===== src/sjf_pkg.sv =====
// ----------------------------------------------------------------------------
// sjf_pkg
// Types and constants for the touch-strip jump filter with MIDI CC output.
// ----------------------------------------------------------------------------
package sjf_pkg;

    localparam int NUM_CHANNELS = 8;
    localparam int CHAN_W       = 3;
    localparam int VAL_W        = 7;
    localparam int CFG_IDX_W    = 3;
    localparam int CFG_DATA_W   = 7;

    localparam logic [VAL_W-1:0] JUMP_LIMIT = 7'd16;
    localparam logic [7:0]       CC_STATUS  = 8'hB0;
    localparam logic [6:0]       CC_BASE    = 7'h10;
    localparam logic [1:0]       FULL_MASK  = 2'd3;

    localparam logic [CFG_IDX_W-1:0] CFG_FILTER_DELAY = 3'd0;
    localparam logic [CFG_IDX_W-1:0] CFG_SINGLE_MODE  = 3'd1;
    localparam logic [CFG_IDX_W-1:0] CFG_MIDI_CHANNEL = 3'd2;
    localparam logic [CFG_IDX_W-1:0] CFG_TRAIL_MODE   = 3'd3;
    localparam logic [CFG_IDX_W-1:0] CFG_TRAIL_MASK   = 3'd4;

    localparam logic [6:0] RST_FILTER_DELAY = 7'd20;
    localparam logic       RST_SINGLE_MODE  = 1'b1;
    localparam logic [3:0] RST_MIDI_CHANNEL = 4'd0;
    localparam logic       RST_TRAIL_MODE   = 1'b1;
    localparam logic [1:0] RST_TRAIL_MASK   = 2'd3;

    typedef struct packed {
        logic              action;
        logic [CHAN_W-1:0] channel;
        logic [VAL_W-1:0]  sample;
    } t_in_item;

    typedef struct packed {
        logic        send_event;
        logic [7:0]  status_byte;
        logic [6:0]  controller;
        logic [6:0]  cc_value;
        logic [2:0]  dot_strip;
        logic [1:0]  dot_mask;
        logic [5:0]  dot_position;
    } t_out_item;

endpackage


===== src/softpot_jump_filter_midi_cc.sv =====
// ----------------------------------------------------------------------------
// softpot_jump_filter_midi_cc
// Per-channel jump filter for touch-strip sensors, emitting MIDI CC and LED
// dot commands for accepted samples.
// ----------------------------------------------------------------------------
// Usage:
//   Input channel (i_in_valid / o_in_ready / i_in_data) carries one beat per
//   sensor sample or 5 ms tick. Every input beat produces exactly one output
//   beat on (o_out_valid / i_out_ready / o_out_data); send_event marks beats
//   that carry a message, all other fields are zero otherwise.
//   The result is registered at the edge that accepts the input beat.
//   Throughput is one beat per cycle while the receiver takes every beat, set
//   by the single output register, which is refilled in the same cycle it is drained.
//   When the receiver stalls, the output register holds its beat and
//   o_in_ready drops until it is taken.
//   Configuration writes (i_cfg_valid / o_cfg_ready / i_cfg_index /
//   i_cfg_data) are always taken; indexes beyond the register list are
//   ignored. Write only while the block is idle.
//   Synchronous reset clears hold-off counters and last values, loads the
//   register defaults and empties the output register.
// ----------------------------------------------------------------------------
module softpot_jump_filter_midi_cc (
    input  logic                                i_clk,
    input  logic                                i_rst_n,
    input  logic                                i_in_valid,
    output logic                                o_in_ready,
    input  sjf_pkg::t_in_item                   i_in_data,
    output logic                                o_out_valid,
    input  logic                                i_out_ready,
    output sjf_pkg::t_out_item                  o_out_data,
    input  logic                                i_cfg_valid,
    output logic                                o_cfg_ready,
    input  logic [sjf_pkg::CFG_IDX_W-1:0]       i_cfg_index,
    input  logic [sjf_pkg::CFG_DATA_W-1:0]      i_cfg_data
);

    logic [sjf_pkg::VAL_W-1:0] r_last    [sjf_pkg::NUM_CHANNELS];
    logic [sjf_pkg::VAL_W-1:0] r_holdoff [sjf_pkg::NUM_CHANNELS];
    logic [sjf_pkg::VAL_W-1:0] n_last    [sjf_pkg::NUM_CHANNELS];
    logic [sjf_pkg::VAL_W-1:0] n_holdoff [sjf_pkg::NUM_CHANNELS];

    logic [6:0] r_filter_delay;
    logic       r_single_mode;
    logic [3:0] r_midi_channel;
    logic       r_trail_mode;
    logic [1:0] r_trail_mask;

    logic                r_out_valid;
    sjf_pkg::t_out_item  r_out;
    sjf_pkg::t_out_item  n_out;

    logic                      in_beat;
    logic                      chan_ok;
    logic [sjf_pkg::VAL_W-1:0] prev;
    logic [sjf_pkg::VAL_W-1:0] cur_hold;
    logic [sjf_pkg::VAL_W-1:0] diff;
    logic                      accept;

    assign o_in_ready  = !r_out_valid || i_out_ready;
    assign in_beat     = i_in_valid && o_in_ready;
    assign o_cfg_ready = 1'b1;
    assign o_out_valid = r_out_valid;
    assign o_out_data  = r_out;

    assign chan_ok  = int'(i_in_data.channel) < sjf_pkg::NUM_CHANNELS;
    assign prev     = chan_ok ? r_last[i_in_data.channel] : '0;
    assign cur_hold = chan_ok ? r_holdoff[i_in_data.channel] : '0;
    assign diff     = (i_in_data.sample > prev) ? (i_in_data.sample - prev)
                                                : (prev - i_in_data.sample);
    assign accept   = !i_in_data.action && chan_ok && (i_in_data.sample != '0)
                      && !((diff > sjf_pkg::JUMP_LIMIT) && (cur_hold != '0));

    always_comb begin
        n_out = '0;
        for (int k = 0; k < sjf_pkg::NUM_CHANNELS; k++) begin
            n_last[k]    = r_last[k];
            n_holdoff[k] = r_holdoff[k];
            if (i_in_data.action && (r_holdoff[k] != '0)) begin
                n_holdoff[k] = r_holdoff[k] - 7'd1;
            end
            if (accept && (int'(i_in_data.channel) == k)) begin
                n_holdoff[k] = r_filter_delay;
                n_last[k]    = i_in_data.sample;
            end
        end
        if (accept) begin
            n_out.send_event = 1'b1;
            if (r_single_mode) begin
                n_out.status_byte = sjf_pkg::CC_STATUS | {4'd0, r_midi_channel};
                n_out.controller  = sjf_pkg::CC_BASE + {4'd0, i_in_data.channel};
            end else begin
                n_out.status_byte = sjf_pkg::CC_STATUS | {5'd0, i_in_data.channel};
                n_out.controller  = sjf_pkg::CC_BASE;
            end
            n_out.cc_value     = i_in_data.sample;
            n_out.dot_strip    = i_in_data.channel;
            n_out.dot_mask     = r_trail_mode ? r_trail_mask : sjf_pkg::FULL_MASK;
            n_out.dot_position = i_in_data.sample[6:1];
        end
    end

    always_ff @(posedge i_clk) begin
        if (!i_rst_n) begin
            r_out_valid    <= 1'b0;
            r_filter_delay <= sjf_pkg::RST_FILTER_DELAY;
            r_single_mode  <= sjf_pkg::RST_SINGLE_MODE;
            r_midi_channel <= sjf_pkg::RST_MIDI_CHANNEL;
            r_trail_mode   <= sjf_pkg::RST_TRAIL_MODE;
            r_trail_mask   <= sjf_pkg::RST_TRAIL_MASK;
            for (int k = 0; k < sjf_pkg::NUM_CHANNELS; k++) begin
                r_last[k]    <= '0;
                r_holdoff[k] <= '0;
            end
        end else begin
            if (in_beat) begin
                r_out_valid <= 1'b1;
                r_out       <= n_out;
                for (int k = 0; k < sjf_pkg::NUM_CHANNELS; k++) begin
                    r_last[k]    <= n_last[k];
                    r_holdoff[k] <= n_holdoff[k];
                end
            end else if (i_out_ready) begin
                r_out_valid <= 1'b0;
            end
            if (i_cfg_valid) begin
                unique case (i_cfg_index)
                    sjf_pkg::CFG_FILTER_DELAY: r_filter_delay <= i_cfg_data;
                    sjf_pkg::CFG_SINGLE_MODE:  r_single_mode  <= i_cfg_data[0];
                    sjf_pkg::CFG_MIDI_CHANNEL: r_midi_channel <= i_cfg_data[3:0];
                    sjf_pkg::CFG_TRAIL_MODE:   r_trail_mode   <= i_cfg_data[0];
                    sjf_pkg::CFG_TRAIL_MASK:   r_trail_mask   <= i_cfg_data[1:0];
                    default: ;
                endcase
            end
        end
    end

endmodule

===== config.mk =====
export PLATFORM = sky130hd
export DESIGN_NAME = softpot_jump_filter_midi_cc
export DESIGN_NICKNAME = d
export VERILOG_FILES = /design/src/sjf_pkg.sv /design/src/softpot_jump_filter_midi_cc.sv
export SDC_FILE = /design/constraint.sdc
export NUM_CORES = 1
export LEC_CHECK = 0
export BUFFER_PORTS_ARGS = -buffer_cell sky130_fd_sc_hd__clkbuf_2
export CORE_AREA = 2 2 142 144
export CTS_CLUSTER_DIAMETER = 200
export DETAILED_ROUTE_END_ITERATION = 12
export DIE_AREA = 0 0 144 146
export RECOVER_POWER = 50
export SLEW_MARGIN = 20
export SYNTH_ARGS = -nofsm -noshare
export SYNTH_HDL_FRONTEND = slang
export SYNTH_SLANG_ARGS = --single-unit

===== constraint.sdc =====
create_clock -name i_clk -period 8.2 [get_ports i_clk]
set_input_delay 1.23 -clock i_clk [delete_from_list [all_inputs] [get_ports i_clk]]
set_output_delay 1.23 -clock i_clk [all_outputs]
set_load 0.02 [all_outputs]

[After elaboration in Yosys (flattened, before gate mapping)]
Memories as Yosys holds them, arrays and structs flattened.
Index checks and enable logic that the tools add are counted.
Cells by class
  reduce and logical (&&, ||, !) cells: 52
  add/sub/neg operators: 11
  bitwise operators: 16
  mux-type cells: 50
  order comparisons: 2
  equality and inequality tests: 19
Operator list (count)
  2-to-1 mux 7 bit: 41
  nonzero test 7 bit: 10
  subtractor 7 x 1 -> 7 bit (second input constant): 8
  2-to-1 mux 34 bit: 1
  AND reduction 2 bit: 15
  logical AND 1 bit: 20
  bitwise OR 1 bit: 16
  equality test 3 bit (second input constant): 5
  subtractor 7 bit: 2
  equality test 3 x 2 -> 1 bit (second input constant): 4
  2-to-1 mux 11 bit: 1
  inequality test 1 bit (second input constant): 8
  > comparator 7 x 5 -> 1 bit (second input constant): 1
  > comparator 7 bit: 1
  adder 5 x 3 -> 6 bit (first input constant): 1
  equality test 3 x 1 -> 1 bit (second input constant): 2
  zero test 3 bit: 2
  2-to-1 mux 1 bit: 6
  zero test 1 bit: 3
  2-to-1 mux 2 bit: 1
  nonzero test 2 bit: 1
  logical OR 1 bit: 1
Word-level totals
  input port bits: 26
  bits in writable memories: 112
  output and inout port bits: 37
  memories: 2
  flip-flop bits (word level): 50
Memory list
  r_holdoff: words 8, width 7, read ports 9, clocked after memory_dff 0, write ports 8, line softpot_jump_filter_midi_cc.sv:38  | logic [sjf_pkg::VAL_W-1:0] r_holdoff [sjf_pkg::NUM_CHANNELS];
  r_last: words 8, width 7, read ports 1, clocked after memory_dff 0, write ports 8, line softpot_jump_filter_midi_cc.sv:37  | logic [sjf_pkg::VAL_W-1:0] r_last [sjf_pkg::NUM_CHANNELS];

[Longest topological paths before layout]
An unclocked memory read counts as a cell.
  word-level depth: 11
  gate-level depth with buffers: 17
  mapped depth without buffers: 13

[Worst setup path after synthesis]
Ideal clock, no wire load.
  path kind: input to register
  start point: in i_in_data[7] (netlist name)
  end point: mem r_holdoff[2][0] (netlist name), enable pin
  required time: 7.825 ns
  library setup time: 0.375 ns
  arrival time: 5.615 ns
  stages: 17
  slack: 2.210 ns
  cells stage by stage: buf_2 -> buf_1 -> clkbuf_1 -> mux4_2 -> mux2i_1 -> inv_1 -> ha_1 -> buf_4 -> a21oi_1 -> and3b_1 -> o2111ai_1 -> a211oi_1 -> and4_1 -> buf_2 -> o2111ai_4 -> buf_6 -> a31oi_1
RTL lines
  start: declaration: line softpot_jump_filter_midi_cc.sv:27  | input sjf_pkg::t_in_item i_in_data,
  end: declaration: line softpot_jump_filter_midi_cc.sv:38

==> flow_metrics.py <==
metrics = {
    "placement": {
        "detailedPlacementHpwl_um": 15000,
        "post_dp_area_sq_um": 8980,
        "port_buffers": 57,
        "gp_routability_congestion": 0.940,
    },
    "clock_tree": {
        "ctsRootBufferMaster": "clkbuf_16",
        "cts-htree-levels": 4,
        "cts-hold-fix-buffers": 0,
        "clock_sink_count": 149,
        "cts-root-to-sink-buffers": 2,
        "clock_insertion_delay_worst_skew_ns": 0.42,
        "cts_tree": "built",
        "cts.repair.resized": 0,
        "postCtsSetupRepairBufs": 0,
        "clkTransAtPathRegs_ns": 0.07,
        "cts_made_buffers": 17,
    },
    "critical_path": {
        "critical_path_type": "in -> reg",
        "critPathLaunchType": "primary input",
        "worst_setup_path_end_kind": "register",
        "number_of_cell_instances_on_the_worst_register_to_register_path": 12,
        "critPathSlowestCell": "o21ai_0",
        "crit_path_max_incr_delay_ns": 1.38,
        "rr_startpoint": "r_last[6][1]",
        "timing.reg2reg.setup_slack_ns": 2.56,
        "crit_path_max_fanout": 26,
        "r2r_end": "r_last[7][1]",
        "worstPathRequired_ns": 8.38,
        "path_common_cell": "o21ai_0",
        "critical_path_arrival_ns": 7.00,
        "critical_path.cell_chain": "clkbuf_2, mux4_2, mux2i_1, inv_1, ha_1, fa_1, nand2b_1, a21oi_1, xor2_1, o21ai_0, a41o_1, o21ai_0, o21ai_0, buf_4",
    },
    "global_routing": {
        "grt_pass1_wl_um": 32500,
        "largest_net_degree_at_the_start_of_global_routing": 47,
        "grt_antenna_before_repair": 0,
        "global_route.usage.total_pct": 20.5,
        "via_count_of_the_first_global_routing_pass": 5875,
        "total_congestion_overflow_after_global_routing": 0,
    },
    "routing": {
        "dr.first_iter.drc_count": 561,
        "wire_per_inst_um": 19.3,
        "postRouteWirelength_um": 20800,
        "detail_route.vias_per_cell": 5.48,
        "dr.pass1.iters": 5,
        "drcViolationCount": 0,
        "drt.antenna.violating_nets": 0,
        "route.vias.total": 5900,
    },
    "timing": {
        "fin_worst_skew_ns": 0.0114,
        "setup_repair_after_global_routing_missed_its_margin": "no",
        "setup_total_negative_slack_ns": 0,
        "maxSlewHeadroom_pct": -49.5,
        "finalHoldViolations": 0,
        "timing.final.max_slew_violations": 67,
        "hold-worst-slack_ns": 0.498,
        "post-route-period-util_pct": 83.1,
        "final_period_minus_worst_setup_slack_ns": 6.82,
        "setup_viol": 0,
        "timing_worst_slew_pin_value_ns": 2.24,
        "maxClockFrequency_mhz": 147,
    },
    "yosys": {
        "synth_warnings": 0,
        "dominantRegCellSynth": "edfxtp_1",
        "synth_area_leader_cell": "edfxtp_1",
        "synth.ff_latch_count": 149,
        "synth.lib_cells_used.distinct": 57,
        "synthArstFlopShare_pct": 0,
        "synth.cells.most_frequent": "edfxtp_1, nor2_1, nand2_1",
        "synthesis.instances": 763,
        "synth-edff-count": 133,
        "synth_seq_area_share_pct": 50.3,
        "synth_most_common_cell": "edfxtp_1",
        "synth_top_area_share_pct": 46.6,
        "synth.area.top_cells": "edfxtp_1, mux2i_1, ha_1",
        "mappedNetlistArea_sq_um": 8570,
        "postSynthAreaPerCell_sq_um": 11.2,
    },
    "outcome": {
        "result_of_the_run": "complete, but fails checks",
        "violations": "capacitance limit, slew limit",
    },
    "die": {
        "overall_die_area_sq_um": 21000,
        "pin_count": 63,
        "die_h_um": 146,
        "fp.coreArea_sq_um": 19300,
        "die_width_um": 144,
        "start_util_pct": 44.3,
        "num_rows": 51,
    },
    "worst_hold_path": {
        "holdPathEnd": "r_midi_channel[2]",
        "min-delay-path-class": "reg -> reg",
        "hold_start": "r_midi_channel[2]",
        "whs_path_depth": 2,
    },
    "run": {
        "max_cap_violations": 3,
    },
    "finish": {
        "fin_area_sq_um": 9510,
        "flow.area_growth_from_synthesis_pct": 10.9,
        "final_nets": 860,
        "n_diodes": 0,
        "final_layout_size_suffix_gt1_share_pct": 12.4,
    },
    "power_and_ir_drop": {
        "cellLeakagePower_nw": 3.90,
        "irDropWorstVdd_uv": 186,
        "power-per-cell-area_nw_per_um2": 217,
    },
}
==> stage by stage <==
| step | util (%) | total power, W | worst slack, ns | cells |
|---|---|---|---|---|
| 2_1_floorplan | - | 0.00120 | 2.21 | 766 |
| 3_3_place_gp | 46.4 | 0.00128 | 1.83 | 1045 |
| 3_5_place_dp | 46.4 | 0.00129 | 1.48 | 1045 |
| 4_1_cts | 49.5 | 0.00208 | 1.91 | 1077 |
| 5_1_grt | 49.2 | 0.00215 | 0.924 | 1077 |
| 6_report | 49.2 | 0.00206 | 1.38 | 1077 |
==> where the power goes <==
group | internal (W) | leakage [nW] | switching (W)
combinational | 0.000124 | 2.12 | 0.000213
clock | 0.000465 | 0.292 | 0.000329
sequential | 0.000893 | 1.49 | 0.0000374
==> how the worst max path moves through the flow <==
stage | start | to | slack [ns] | cells past startpoint
final | i_in_data[7] | r_last[7][1] | 1.38 | 14
after global routing | i_in_data[7] | r_last[7][3] | 0.92 | 13
after CTS | i_in_data[7] | r_last[0][5] | 1.91 | 12
after detailed placement | i_in_data[7] | r_last[0][5] | 1.48 | 12
after global placement | i_in_data[7] | r_holdoff[0][1] | 1.83 | 12
after floorplan | i_in_data[7] | r_holdoff[2][0] | 2.21 | 17
==> cells in the final DEF, fill, tap and decap left out, types with 16 or more instances in the layout <==
cell type  count
edfxtp_1     133
nor2_1       109
clkbuf_2      24
nand2_1       88
mux2i_1       67
clkbuf_16     17
xor2_1        38
dfxtp_1       16
clkbuf_1      34
inv_1         39
ha_1          33
==> cells by family (layout without fill, tap and decap cells) <==
family | Yosys count | count (layout) | synth area share, %
AOI/OAI and AO/OA | 61 | 61 | 5.69
xor gates and xnor gates | 48 | 48 | 4.90
buffers and inverters | 89 | 135 | 5.05
DFF | 149 | 149 | 50.3
other | 2 | 5 | 0.0876
adders and majority gates | 35 | 35 | 5.28
and+or+nand+nor | 286 | 286 | 15.6
muxes | 93 | 93 | 13.1
==> routing by layer <==
layer  GRT usage, %  share of wire, %  vias to the layer above
met1           28.2                43                     2868
met4           7.70               2.7                        0
met2           32.1                48                      227
met3           3.98               6.0                       36
li1               -                 -                     2769
met5              0                 0                        -
==> sequential cells by signal, summed over array words and instances (netlist names) <==
name and cells:
r_filter_delay 7, r_last 56, o_out_valid 1, r_midi_channel 4, r_single_mode 1, r_holdoff 56
r_trail_mask 2, o_out_data 21, r_trail_mode 1
==> final cells by class <==
class                   instances  area (sq um)
well taps                     265           332
repair buffers                 63           285
multi-input cells             528          3830
clock inverters                14           164
flip-flops and latches        149          4310
clock buffers                  18           439
inverters                      40           150
fillers                      1748          9820
==> critical path: cells and delay by family <==
kind	cells	cell delay (ns)
AOI/OAI and AO/OA	5	2.82
xor gates and xnor gates	1	0.15
buffers and inverters	3	1.14
muxes	2	0.83
adders and majority gates	2	0.62
and+or+nand+nor	1	0.18
Note: power is estimated with default switching activity, not from simulation.
